$ cat src/hw/rtl/bdasc_pkg.sv
// ----------------------------------------------------------------------------
// bdasc_pkg
// Shared constants and types for the binary to decimal ascii converter.
// ----------------------------------------------------------------------------
package bdasc_pkg;

    // width of the binary input value (4 to 64)
    localparam int VALUE_BITS = 32;

    // decimal digits needed for VALUE_BITS: floor(bits * log10(2)) + 1
    localparam int LOG10_2_Q12 = 1233;
    localparam int DIGITS      = ((VALUE_BITS * LOG10_2_Q12) >> 12) + 1;
    localparam int BCD_BITS    = 4 * DIGITS;

    localparam int STEP_W = $clog2(VALUE_BITS + 1);
    localparam int DIG_W  = $clog2(DIGITS + 1);

    localparam int CHAR_BITS = 6;
    localparam int S_DATA_W  = 8 * ((VALUE_BITS + 7) / 8);
    localparam int M_DATA_W  = 8 * ((CHAR_BITS + 7) / 8);

    localparam logic [CHAR_BITS-1:0] ASCII_ZERO = 6'd48;

    // double dabble correction: nibbles at or above the threshold get the offset
    localparam logic [3:0] DD_THRESH = 4'd5;
    localparam logic [3:0] DD_OFFSET = 4'd3;

    typedef struct packed {
        logic load;
        logic step;
        logic skip;
        logic emit;
    } dp_cmd_t;

    typedef struct packed {
        logic step_last;
        logic top_zero;
        logic last_digit;
        logic out_free;
    } dp_status_t;

endpackage

$ cat src/hw/rtl/binary_to_decimal_ascii_core.sv
// ----------------------------------------------------------------------------
// binary_to_decimal_ascii_core
// Converts an unsigned binary value to a stream of ascii decimal digits.
// ----------------------------------------------------------------------------
// One request on the slave side carries a VALUE_BITS-bit unsigned number; the
// master side then delivers its decimal digits as ascii characters, most
// significant first, with no leading zeros ('0' alone for zero) and tlast on
// the final digit. A value passes through a load, the double dabble
// shift-add-3 steps (one bit per cycle through a single shifter), a skip of
// each leading zero, a hand-off and the emission of each digit. The
// output register lets the next value be accepted while the final digit
// still waits.
module binary_to_decimal_ascii_core
(
    input  logic                           clk,
    input  logic                           rst_n,
    input  logic                           s_tvalid,
    output logic                           s_tready,
    input  logic [bdasc_pkg::S_DATA_W-1:0] s_tdata,   // [31:0] value
    output logic                           m_tvalid,
    input  logic                           m_tready,
    output logic [bdasc_pkg::M_DATA_W-1:0] m_tdata,   // [5:0] digit_char, [7:6] zero
    output logic                           m_tlast
);

    bdasc_pkg::dp_cmd_t    cmd;
    bdasc_pkg::dp_status_t status;

    bdasc_ctrl u_ctrl
    (
        .clk      (clk),
        .rst_n    (rst_n),
        .s_tvalid (s_tvalid),
        .s_tready (s_tready),
        .status   (status),
        .cmd      (cmd)
    );

    bdasc_datapath u_datapath
    (
        .clk      (clk),
        .rst_n    (rst_n),
        .s_tdata  (s_tdata),
        .m_tready (m_tready),
        .m_tvalid (m_tvalid),
        .m_tdata  (m_tdata),
        .m_tlast  (m_tlast),
        .cmd      (cmd),
        .status   (status)
    );

endmodule

$ cat src/hw/rtl/bdasc_ctrl.sv
// ----------------------------------------------------------------------------
// bdasc_ctrl
// Sequencer: load, shift-add-3 steps, leading zero skip, digit emission.
// ----------------------------------------------------------------------------
module bdasc_ctrl
(
    input  logic                  clk,
    input  logic                  rst_n,
    input  logic                  s_tvalid,
    output logic                  s_tready,
    input  bdasc_pkg::dp_status_t status,
    output bdasc_pkg::dp_cmd_t    cmd
);

    typedef enum logic [3:0]
    {
        ST_IDLE    = 4'b0001,
        ST_CONVERT = 4'b0010,
        ST_SKIP    = 4'b0100,
        ST_EMIT    = 4'b1000
    } state_t;

    state_t state_reg;
    state_t state_next;

    always_ff @(posedge clk or negedge rst_n)
    begin
        if (!rst_n)
        begin
            state_reg <= ST_IDLE;
        end
        else
        begin
            state_reg <= state_next;
        end
    end

    always_comb
    begin
        state_next = state_reg;
        cmd        = '0;
        s_tready   = 1'b0;
        case (state_reg)
            ST_IDLE:
            begin
                s_tready = 1'b1;
                if (s_tvalid)
                begin
                    cmd.load   = 1'b1;
                    state_next = ST_CONVERT;
                end
            end
            ST_CONVERT:
            begin
                cmd.step = 1'b1;
                if (status.step_last)
                begin
                    state_next = ST_SKIP;
                end
            end
            ST_SKIP:
            begin
                // drop leading zeros but always keep the final digit
                if (status.top_zero && !status.last_digit)
                begin
                    cmd.skip = 1'b1;
                end
                else
                begin
                    state_next = ST_EMIT;
                end
            end
            ST_EMIT:
            begin
                if (status.out_free)
                begin
                    cmd.emit = 1'b1;
                    if (status.last_digit)
                    begin
                        state_next = ST_IDLE;
                    end
                end
            end
            default:
            begin
                state_next = ST_IDLE;
            end
        endcase
    end

endmodule

$ cat src/hw/rtl/bdasc_datapath.sv
// ----------------------------------------------------------------------------
// bdasc_datapath
// Double dabble shift register, digit counter and output register.
// ----------------------------------------------------------------------------
module bdasc_datapath
(
    input  logic                                clk,
    input  logic                                rst_n,
    input  logic [bdasc_pkg::S_DATA_W-1:0]      s_tdata,
    input  logic                                m_tready,
    output logic                                m_tvalid,
    output logic [bdasc_pkg::M_DATA_W-1:0]      m_tdata,
    output logic                                m_tlast,
    input  bdasc_pkg::dp_cmd_t                  cmd,
    output bdasc_pkg::dp_status_t               status
);

    logic [bdasc_pkg::VALUE_BITS-1:0] bin_reg;
    logic [bdasc_pkg::BCD_BITS-1:0]   bcd_reg;
    logic [bdasc_pkg::BCD_BITS-1:0]   bcd_adj;
    logic [bdasc_pkg::STEP_W-1:0]     step_reg;
    logic [bdasc_pkg::DIG_W-1:0]      digit_reg;
    logic [bdasc_pkg::CHAR_BITS-1:0]  out_char_reg;
    logic                             out_last_reg;
    logic                             out_valid_reg;
    logic [3:0]                       top_nib;

    assign top_nib = bcd_reg[bdasc_pkg::BCD_BITS-1 -: 4];

    // add 3 to every nibble of 5 or more before the shift
    always_comb
    begin
        logic [3:0] nib;
        nib = '0;
        for (int i = 0; i < bdasc_pkg::DIGITS; i++)
        begin
            nib = bcd_reg[4*i +: 4];
            bcd_adj[4*i +: 4] = (nib >= bdasc_pkg::DD_THRESH) ? nib + bdasc_pkg::DD_OFFSET
                                                              : nib;
        end
    end

    always_ff @(posedge clk)
    begin
        if (cmd.load)
        begin
            bin_reg   <= s_tdata[bdasc_pkg::VALUE_BITS-1:0];
            bcd_reg   <= '0;
            step_reg  <= bdasc_pkg::STEP_W'(bdasc_pkg::VALUE_BITS);
            digit_reg <= bdasc_pkg::DIG_W'(bdasc_pkg::DIGITS);
        end
        else if (cmd.step)
        begin
            bcd_reg  <= {bcd_adj[bdasc_pkg::BCD_BITS-2:0],
                         bin_reg[bdasc_pkg::VALUE_BITS-1]};
            bin_reg  <= {bin_reg[bdasc_pkg::VALUE_BITS-2:0], 1'b0};
            step_reg <= step_reg - 1'b1;
        end
        else if (cmd.skip || cmd.emit)
        begin
            bcd_reg   <= {bcd_reg[bdasc_pkg::BCD_BITS-5:0], 4'h0};
            digit_reg <= digit_reg - 1'b1;
        end
    end

    always_ff @(posedge clk)
    begin
        if (cmd.emit)
        begin
            out_char_reg <= {2'b00, top_nib} + bdasc_pkg::ASCII_ZERO;
            out_last_reg <= (digit_reg == bdasc_pkg::DIG_W'(1));
        end
    end

    always_ff @(posedge clk or negedge rst_n)
    begin
        if (!rst_n)
        begin
            out_valid_reg <= 1'b0;
        end
        else if (cmd.emit)
        begin
            out_valid_reg <= 1'b1;
        end
        else if (m_tready)
        begin
            out_valid_reg <= 1'b0;
        end
    end

    assign status.step_last  = (step_reg == bdasc_pkg::STEP_W'(1));
    assign status.top_zero   = (top_nib == 4'h0);
    assign status.last_digit = (digit_reg == bdasc_pkg::DIG_W'(1));
    assign status.out_free   = !out_valid_reg || m_tready;

    assign m_tvalid = out_valid_reg;
    assign m_tdata  = {(bdasc_pkg::M_DATA_W - bdasc_pkg::CHAR_BITS)'(0), out_char_reg};
    assign m_tlast  = out_last_reg;

endmodule

$ cat config.mk
export PLATFORM = sky130hd
export DESIGN_NAME = binary_to_decimal_ascii_core
export DESIGN_NICKNAME = d
export VERILOG_FILES = /design/src/hw/rtl/bdasc_pkg.sv /design/src/hw/rtl/binary_to_decimal_ascii_core.sv /design/src/hw/rtl/bdasc_ctrl.sv /design/src/hw/rtl/bdasc_datapath.sv
export SDC_FILE = /design/constraint.sdc
export NUM_CORES = 1
export LEC_CHECK = 0
export BUFFER_PORTS_ARGS = -buffer_cell sky130_fd_sc_hd__buf_4
export CAP_MARGIN = 20
export CORE_MARGIN = 2
export CORE_UTILIZATION = 55
export DETAILED_ROUTE_END_ITERATION = 12
export PLACE_DENSITY = 0.75
export SYNTH_ARGS = -nofsm -noshare
export SYNTH_HDL_FRONTEND = slang
export SYNTH_SLANG_ARGS = --single-unit
$ cat constraint.sdc
create_clock -name clk -period 3 [get_ports clk]
set_input_delay 0.3 -clock clk [delete_from_list [all_inputs] [get_ports clk]]
set_output_delay 0.3 -clock clk [all_outputs]
set_load 0.05 [all_outputs]
Word level (Yosys, flattened, before mapping)

Index checks and enable logic that the tools add are counted.

Bits in registers: 94
Output and inout port bits: 11
Input bits: 36
Logic and storage cells: 84

Magnitude comparators: 10
Reduce and logical (&&, ||, !) cells: 11
Muxes and demuxes: 30
Add/sub/neg operators: 13
Bitwise gates (word level): 1
Eq/ne operators: 11

Operators with widths:

| operator                                                          | number |
|---|---|
| two-way mux 40 bit                                                | 2 |
| two-way mux 32 bit                                                | 2 |
| two-way mux 4 bit                                                 | 14 |
| greater-or-equal comparator 4 x 3 -> 1 bit, second input constant | 10 |
| adder 4 x 2 -> 4 bit, second input constant                       | 9 |
| one-hot mux 4 bit (4 select lines)                                | 1 |
| two-way mux 1 bit                                                 | 10 |
| equality test 4 x 1 -> 1 bit, second input constant               | 2 |
| inequality test 2 bit, second input constant                      | 4 |
| adder 5 x 5 -> 6 bit, second input constant                       | 1 |
| equality test 6 x 1 -> 1 bit, second input constant               | 1 |
| nonzero test 2 bit                                                | 3 |
| subtractor 6 x 1 -> 6 bit, second input constant                  | 1 |
| AND reduction 5 bit                                               | 1 |
| equality test 4 x 2 -> 1 bit, second input constant               | 1 |
| equality test 4 x 3 -> 1 bit, second input constant               | 1 |
| equality test 4 bit, second input constant                        | 1 |
| logical NOT 4 bit                                                 | 1 |
| subtractor 4 x 1 -> 4 bit, second input constant                  | 1 |
| adder 3 x 2 -> 3 bit, second input constant                       | 1 |
| two-way mux 3 bit                                                 | 1 |
| logical NOT 1 bit                                                 | 2 |
| logical OR 1 bit                                                  | 2 |
| inequality test 2 x 1 -> 1 bit, second input constant             | 1 |
| other kinds (3)                                                   | 3 |

Longest topological paths before layout

Gate-level depths: netlist (run 1).

Depth after elaboration: 8
Depth in mapped cells: 8
Gate-level depth less buffers: 7

By module

From an unflattened synthesis (run 1), not the netlist that was laid out.

Cells, all modules: 478
Area total of the unflattened synthesis: 5021.1 sq um

Modules (own cells, without submodules):

| module         | instances | area an instance (sq um) | cells each | sequential area each (sq um) |
|---|---|---|---|---|
| bdasc_datapath | 1         | 4755.8                   | 451        | 2137.0 |
| bdasc_ctrl     | 1         | 265.3                    | 27         | 101.3 |

Least setup slack after synthesis (run 1)

OpenSTA, ideal clock, no wires.

Path type: flip-flop to flip-flop
Start: reg u_ctrl.state_reg[0]
End: reg u_datapath.bin_reg[0] (netlist name), enable pin
Slack: -0.398 ns
Clock period less this slack: 3.398 ns
Library setup time: 0.389 ns
Data required time: 2.611 ns
Path buffers: 3
Data arrival time: 3.009 ns
Stages on the path, launching flop included: 7
Path through: dfstp_2 > buf_2 > nor4b_2 > nand2_1 > clkbuf_1 > clkbuf_1 > nand2_1

Cells in the longest elaborated chain, start to end: 3
Elaborated cells between the ends (all ways): 5
Classes of those cells: 2 x eq/ne; 2 x mux; 1 x reduce/logical

RTL lines:

| element                                                                      | RTL line             | RTL |
|---|---|---|
| start, declared                                                              | bdasc_ctrl.sv:23     | `state_t state_reg;` |
| start signal, assigned                                                       | bdasc_ctrl.sv:34     | `state_reg <= state_next;` |
| equality test 4 x 2 -> 1 bit or equality test 4 x 1 -> 1 bit (tied branches) | bdasc_ctrl.sv:43     | `case (state_reg)` |
| two-way mux 1 bit                                                            | bdasc_ctrl.sv:43     |  |
| nonzero test 2 bit (no source line) *                                        | -                    |  |
| end signal, assigned                                                         | bdasc_datapath.sv:47 | `bin_reg <= s_tdata[bdasc_pkg::VALUE_BITS-1:0];` |
| end signal, assigned                                                         | bdasc_datapath.sv:56 | `bin_reg <= {bin_reg[bdasc_pkg::VALUE_BITS-2:0], 1'b0};` |
| end, declared                                                                | bdasc_datapath.sv:18 | `logic [bdasc_pkg::VALUE_BITS-1:0] bin_reg;` |

Every way passes the cells marked *; elsewhere a longest branch is shown, timed or not.
A chain may end at the register's enable or synchronous reset.

Worst setup path after layout (run 1)

Start: reg u_ctrl.state_reg[3]
End: reg u_datapath.step_reg[5] (netlist name)

Cells in the longest elaborated chain, start to end: 2
Elaborated cells between the ends (all ways): 4
Classes of those cells: 2 x eq/ne; 2 x mux

RTL lines:

| element                                                                      | RTL line             | RTL |
|---|---|---|
| equality test 4 x 2 -> 1 bit or equality test 4 x 1 -> 1 bit (tied branches) | bdasc_ctrl.sv:43     |  |
| two-way mux 1 bit                                                            | bdasc_ctrl.sv:43     |  |
| end signal, assigned                                                         | bdasc_datapath.sv:49 | `step_reg <= bdasc_pkg::STEP_W'(bdasc_pkg::VALUE_BITS);` |
| end signal, assigned                                                         | bdasc_datapath.sv:57 | `step_reg <= step_reg - 1'b1;` |
| end, declared                                                                | bdasc_datapath.sv:21 | `logic [bdasc_pkg::STEP_W-1:0] step_reg;` |

Parallel ways exist; a longest one is shown, timed or not.

==> results of run 1 <==
[routing by layer]
layer  vias to the layer above  GRT usage (%)  routed length, um  part of all wire [%]
met5                         -              0                  0                     0
met4                         0           7.80                185                   1.9
met3                        17           4.22                319                   3.3
met2                        74           35.5               4730                    49
met1                      1804           27.1               4390                    46
li1                       1890              -                  -                     -
[worst max-delay path, cell delays in order, from the launching register on]
cell      delay [ps]
dfrtp_1          460
nand2b_1         210
or3_1            560
buf_4            300
nor4_2           240
xnor2_1          150
nand2_1           60
[worst max path at each step]
stage,slack [ps],end,startpoint
after CTS,890,u_datapath.step_reg[5],u_ctrl.state_reg[3]
after global routing,690,u_datapath.bcd_reg[36],u_datapath.digit_reg[0]
after detailed placement,900,u_datapath.bin_reg[9],u_ctrl.state_reg[3]
after global placement,950,u_datapath.step_reg[5],u_ctrl.state_reg[3]
after floorplan,280,u_datapath.bin_reg[0],u_ctrl.state_reg[0]
final,900,u_datapath.step_reg[5],u_ctrl.state_reg[3]
[layout make-up]
cell class | instances | share of cell area, %
repair buffers | 52 | 7.70
flip-flops and latches | 92 | 41.2
clock inverters | 6 | 1.18
clock buffers | 10 | 2.54
inverters | 24 | 1.66
well taps | 108 | 2.49
multi-input cells | 391 | 43.2
[metrics by stage]
| stage | cell area [um2] | util, % | setup WS, ps | power, mW |
|---|---|---|---|---|
| 3_5_place_dp | 5220 | 60.4 | 901 | 2.92 |
| 6_report | 5430 | 62.8 | 903 | 3.73 |
| 5_1_grt | 5430 | 62.8 | 685 | 3.98 |
| 4_1_cts | 5430 | 62.8 | 886 | 3.77 |
| 3_3_place_gp | 5220 | 60.4 | 949 | 2.88 |
| 2_1_floorplan | 4860 | - | 281 | 2.64 |
[synthesized netlist by cell type, drive strengths merged, types with 2 or more instances]
library cell	instances
nand2	140
dfxtp	50
nor2	48
edfxtp	37
buf	25
ha	25
inv	24
o21ai	23
a21oi	22
nand2b	21
xnor2	15
a211oi	10
a21o	9
a221oi	9
a222oi	9
a221o	8
a22oi	8
nor3	7
and2	5
clkbuf	5
dfrtp	4
or3	4
nor3b	3
xor2	3
a32oi	2
conb	2
mux2i	2
nand3	2
nor4	2
o22ai	2
[cells by family after synthesis]
logic type	share of synthesized area, %
and+or+nand+nor	22.0
DFF	46.2
muxes	0.646
AOI/OAI and AO/OA	15.4
xor gates and xnor gates	3.26
buffers and inverters	5.89
other	0.155
adders and majority gates	6.46
[power by group]
group | leakage (nW) | internal (mW) | switching (mW)
sequential | 0.818 | 1.69 | 0.135
clock | 0.0882 | 0.405 | 0.445
combinational | 1.32 | 0.362 | 0.693
==> summary.txt, run 1 <==
status = finished clean
reg2reg setup slack = 900 ps
Final Cycle Share = 69.9%
GR Overflow Total = 0
Startpoint Class = flop
drt first pass iters = 5
YS warnings = 0
GRT Total Usage = 21.1%
largest net degree at the start of global routing = 45
worst path required time = 3250 ps
CP Capture Type = flop
worst r2r src = u_ctrl.state_reg[3]
# hold bufs at CTS = 1
Worst R2R End = u_datapath.step_reg[5]
Num CTS Buffers = 9
library cells used by synthesis = 47
initial core utilization = 56.1%
Rel. slew slack = 60.7%
commonest cells after routing, fill and taps aside = nand2_1, dfxtp_1, buf_4
Port Buffer Count = 42
Sink Count = 92
I/O pin count = 47
syn_area_per_cell = 9.05 um2
Via density = 5.54
Max VDD drop = 566 uV
crit-path max FO = 15
die width = 97.8 um
commonest non-fill, non-tap cell in the layout = nand2_1
unrepaired setup endpoints after global routing = false
1st-iter DRT viols = 236
Largest register FFs = 40
Critical Path AT = 2350 ps
Max Cap Violations = 0
Clock transition at path regs = 90 ps
initial antenna violation count = 0
P_leak = 2.23 nW
WHS Path Cells = 3
RePlAce Congestion = 0.772
Die Area = 0.00957 mm2
final setup vio count = 0
final HPWL from detailed placement = 6460 um
vias in the first global route = 3643
DRC violations left = 0
worst hold path class = input port to flop
Register Area = 0.00224 mm2
WL/cell = 14.1 um
Post-synth ARST share = 5.43%
hold slack = 186 ps
setup TNS = 0 ps
Post-Route WL = 9620 um
core area = 0.00864 mm2
register area share after synthesis = 46.2%
Post-synth top flop = dfxtp_1
number of flops mapped to enable cells by yosys = 37
CTS-repair resized insts = 0
height of the die = 97.8 um
Post-Syn Area = 0.00484 mm2
filler instances = 732
min-delay src = s_tdata[12]
Yosys reg bits = 92
first-pass GRT wire length = 16600 um
power density cells = 688 mW/mm2
area grow syn2layout = 12.1%
Nets = 631
final hold vios = 0
crit path kind = flop to flop
Post-CTS Setup Repair Bufs = 0
clock tree buffer depth = 2
non-filler cells in the finished layout = 683
multi-input logic area = 0.00234 mm2
Pins Over Slew Limit = 0
H-Tree Level Count = 3
layout cells sized above 1 = 14.3%
most area-hungry cell type in the Yosys netlist = edfxtp_1
Placed Cells = 666
top post-synthesis cells by area = edfxtp_1, dfxtp_1, nand2_1
Hold EP = u_datapath.bin_reg[12]
Synth Instances = 535
vias = 3785
worst-margin pin slew = 589 ps
Rows = 34
clock root buffer master = clkbuf_8
fmax = 477 MHz
antenna viol nets, final = 0
TritonCTS clock tree = built
fin crit period = 2100 ps
Worst-Skew Late Latency = 370 ps
ant diodes = 0
Worst Reg-to-Reg Cells = 6
Max Clock Skew = 6.06 ps
area share of the largest cell type after synthesis = 22.9%
No activity file was read; power rests on OpenSTA's default activity.
==> inputs of run 2 (changes only) <==
ABC_AREA = 1   (was not set)
CORE_UTILIZATION = 54   (was 55)
PLACE_DENSITY = 0.76   (was 0.75)
clock period = 1.9 ns   (was 3 ns; I/O delays follow)
==> summary.txt, run 2 <==
Worst Reg-to-Reg Cells = 8 (+2)
height of the die = 104 um (+6.0%)
1st-iter DRT viols = 290 (+23%)
area share of the largest cell type after synthesis = 20.7% (-2.3 points)
Post-synth top flop = dfxtp_1
fin crit period = 1750 ps (-347 ps)
drt first pass iters = 5 (unchanged)
clock tree buffer depth = 2 (unchanged)
vias in the first global route = 4690 (+29%)
Max VDD drop = 710 uV (+25%)
Post-CTS Setup Repair Bufs = 0 (unchanged)
Overall Power = 7.54 mW (+100%)
GR Overflow Total = 0 (unchanged)
Port Buffer Count = 42 (unchanged)
first-pass GRT wire length = 20100 um (+21%)
Sink Count = 92 (unchanged)
Worst-Skew Late Latency = 360 ps (about the same)
largest net degree at the start of global routing = 44 (-2.2%)
Final Cell Area = 0.00603 mm2 (+11%)
syn_area_per_cell = 7.23 um2 (-20%)
CP Launch Point = u_datapath.bcd_reg[36]
dpl cell area = 0.00580 mm2 (+11%)
Max Clock Skew = 15.3 ps (+9.25 ps)
most numerous cell in the Yosys netlist = nand2_1
Die Area = 0.0108 mm2 (+12%)
crit-path max FO = 36 (+21)
initial core utilization = 55.2% (-0.85 points)
CP Capture Type = flop
antenna viol nets, final = 0 (unchanged)
status = finished clean
commonest cells after routing, fill and taps aside = nand2_1, inv_1, nand4_1
final hold vios = 0 (unchanged)
Nets = 831 (+32%)
Rows = 36 (+5.9%)
area grow syn2layout = 12.2%
P_leak = 2.72 nW (+22%)
register area share after synthesis = 41.7% (-4.6 points)
Via density = 5.43 (-2.1%)
final HPWL from detailed placement = 7560 um (+17%)
library cells used by synthesis = 26 (-45%)
Clock transition at path regs = 100 ps (about the same)
crit-path cells = inv_1 > ha_1 > inv_1 > nor2_1 > nand3_2 > nand3_4 > nand2_1 > a21oi_1
WHS Path Cells = 3 (unchanged)
min-delay src = s_tdata[3]
TritonCTS clock tree = built
power density cells = 1250 mW/mm2 (+82%)
Slowest-stage cell, CP = dfxtp_1
fmax = 572 MHz (+20%)
die width = 104 um (+6.0%)
Largest register FFs = 40 (unchanged)
Post-Route WL = 11500 um (+19%)
worst r2r src = u_datapath.bcd_reg[36]
Yosys reg bits = 92 (unchanged)
Final Cycle Share = 92.1% (+22 points)
ant diodes = 0 (unchanged)
Critical Path AT = 1980 ps (-370 ps)
layout cells sized above 1 = 10.7% (-3.6 points)
clock root buffer master = clkbuf_8
Startpoint Class = flop
Post-synth ARST share = 5.43% (unchanged)
top post-synthesis cells by area = edfxtp_1, nand2_1, dfxtp_1
GRT Total Usage = 22.0% (+0.86 points)
Post-Syn Area = 0.00537 mm2 (+11%)
core area = 0.00973 mm2 (+13%)
Synth Instances = 743 (+39%)
I/O pin count = 47 (unchanged)
CTS-repair resized insts = 0 (unchanged)
RePlAce Congestion = 0.792 (+2.6%)
Pins Over Slew Limit = 0 (unchanged)
number of flops mapped to enable cells by yosys = 37 (unchanged)
worst path required time = 2140 ps (-1110 ps)
most frequent cells after synthesis = nand2_1, inv_1, nand4_1
crit-path max cell delay = 410 ps (-150 ps)
crit path kind = flop to flop
final setup vio count = 0 (unchanged)
Max Cap Violations = 0 (unchanged)
initial antenna violation count = 0 (unchanged)
unrepaired setup endpoints after global routing = false
YS warnings = 0 (unchanged)
vias = 4927 (+30%)
most area-hungry cell type in the Yosys netlist = edfxtp_1
DRC violations left = 0 (unchanged)
Num CTS Buffers = 9 (unchanged)
commonest non-fill, non-tap cell in the layout = nand2_1
H-Tree Level Count = 3 (unchanged)
worst hold path class = input port to flop
hold slack = 85.8 ps (-101 ps)
WL/cell = 12.6 um (-10%)
most common cell type on the critical path = inv_1
## run 2: cell types whose count changed after synthesis, sizes merged, moves of 15 or more
cell | before | now
inv | 24 | 66
nand4 | 0 | 61
a21oi | 22 | 57
nand2b | 21 | 0
nor2 | 48 | 15
xnor2 | 15 | 0
nand2 | 140 | 296
nand3 | 2 | 51
## run 2: critical path, delay by kind of cell (launching register included)
kind	cells	cell delay [ps]
adder cells (fa/ha/maj)	1	210
buffers and inverters	2	160
flip-flops	1	410
AND/OR/NAND/NOR	4	740
AO/OA/AOI/OAI	1	90
## run 2: timing repair
action | CTS | global route
hold buffers | 1 | 0
setup endpoints to repair | 0 | 0
hold endpoints to repair | 5 | 0
## run 2: layer usage
metal	global-route usage, %	wire length [um]
met5	0	0
met4	7.82	145
met3	3.34	534
met2	39.2	5660
met1	27.0	5150
## run 2: final timing paths
path | endpoint | slack [ps]
max reg2reg | u_datapath.bcd_reg[35] | 150
min reg2reg | u_datapath.step_reg[3] | 470
min in group asynchronous | u_ctrl.state_reg[3] | 200
max in group asynchronous | u_ctrl.state_reg[0] | 1500
min | u_datapath.bin_reg[3] | 90
max | u_datapath.bcd_reg[35] | 150
## run 2: cell families (layout without fill, tap and decap cells)
family                   count (synthesis)  in the layout  synth area share (%)
adder cells (fa/ha/maj)                 25             25                  5.82
AO/OA/AOI/OAI                           92             92                  8.66
AND/OR/NAND/NOR                        426            426                  34.8
flip-flops                              92             92                  41.7
buffers and inverters                  106            136                  8.90
other                                    2              4                 0.140
## run 2: layout make-up
class | count | area (um2)
inverter | 66 | 248
clock inverter | 7 | 97.6
tap | 133 | 166
clock buffer | 9 | 124
multi-input combinational | 547 | 2690
timing repair buffer | 54 | 470
fill | 840 | 3700
sequential | 92 | 2240
## run 2: through the flow
stage	util [%]	setup WS (ps)	setup TNS (ps)	cells
2_1_floorplan	-	-76.1	-2430	745
3_3_place_gp	59.6	227	0	891
3_5_place_dp	59.6	173	0	891
4_1_cts	62.0	156	0	908
5_1_grt	62.0	14.0	0	908
6_report	62.0	151	0	908
## run 2: power breakdown
group	switching (mW)	leakage [nW]	total (mW)	internal [mW]
combinational	1.91	1.80	2.83	0.919
clock	0.728	0.113	1.48	0.751
sequential	0.356	0.812	3.23	2.87
total	2.99	2.72	7.54	4.54
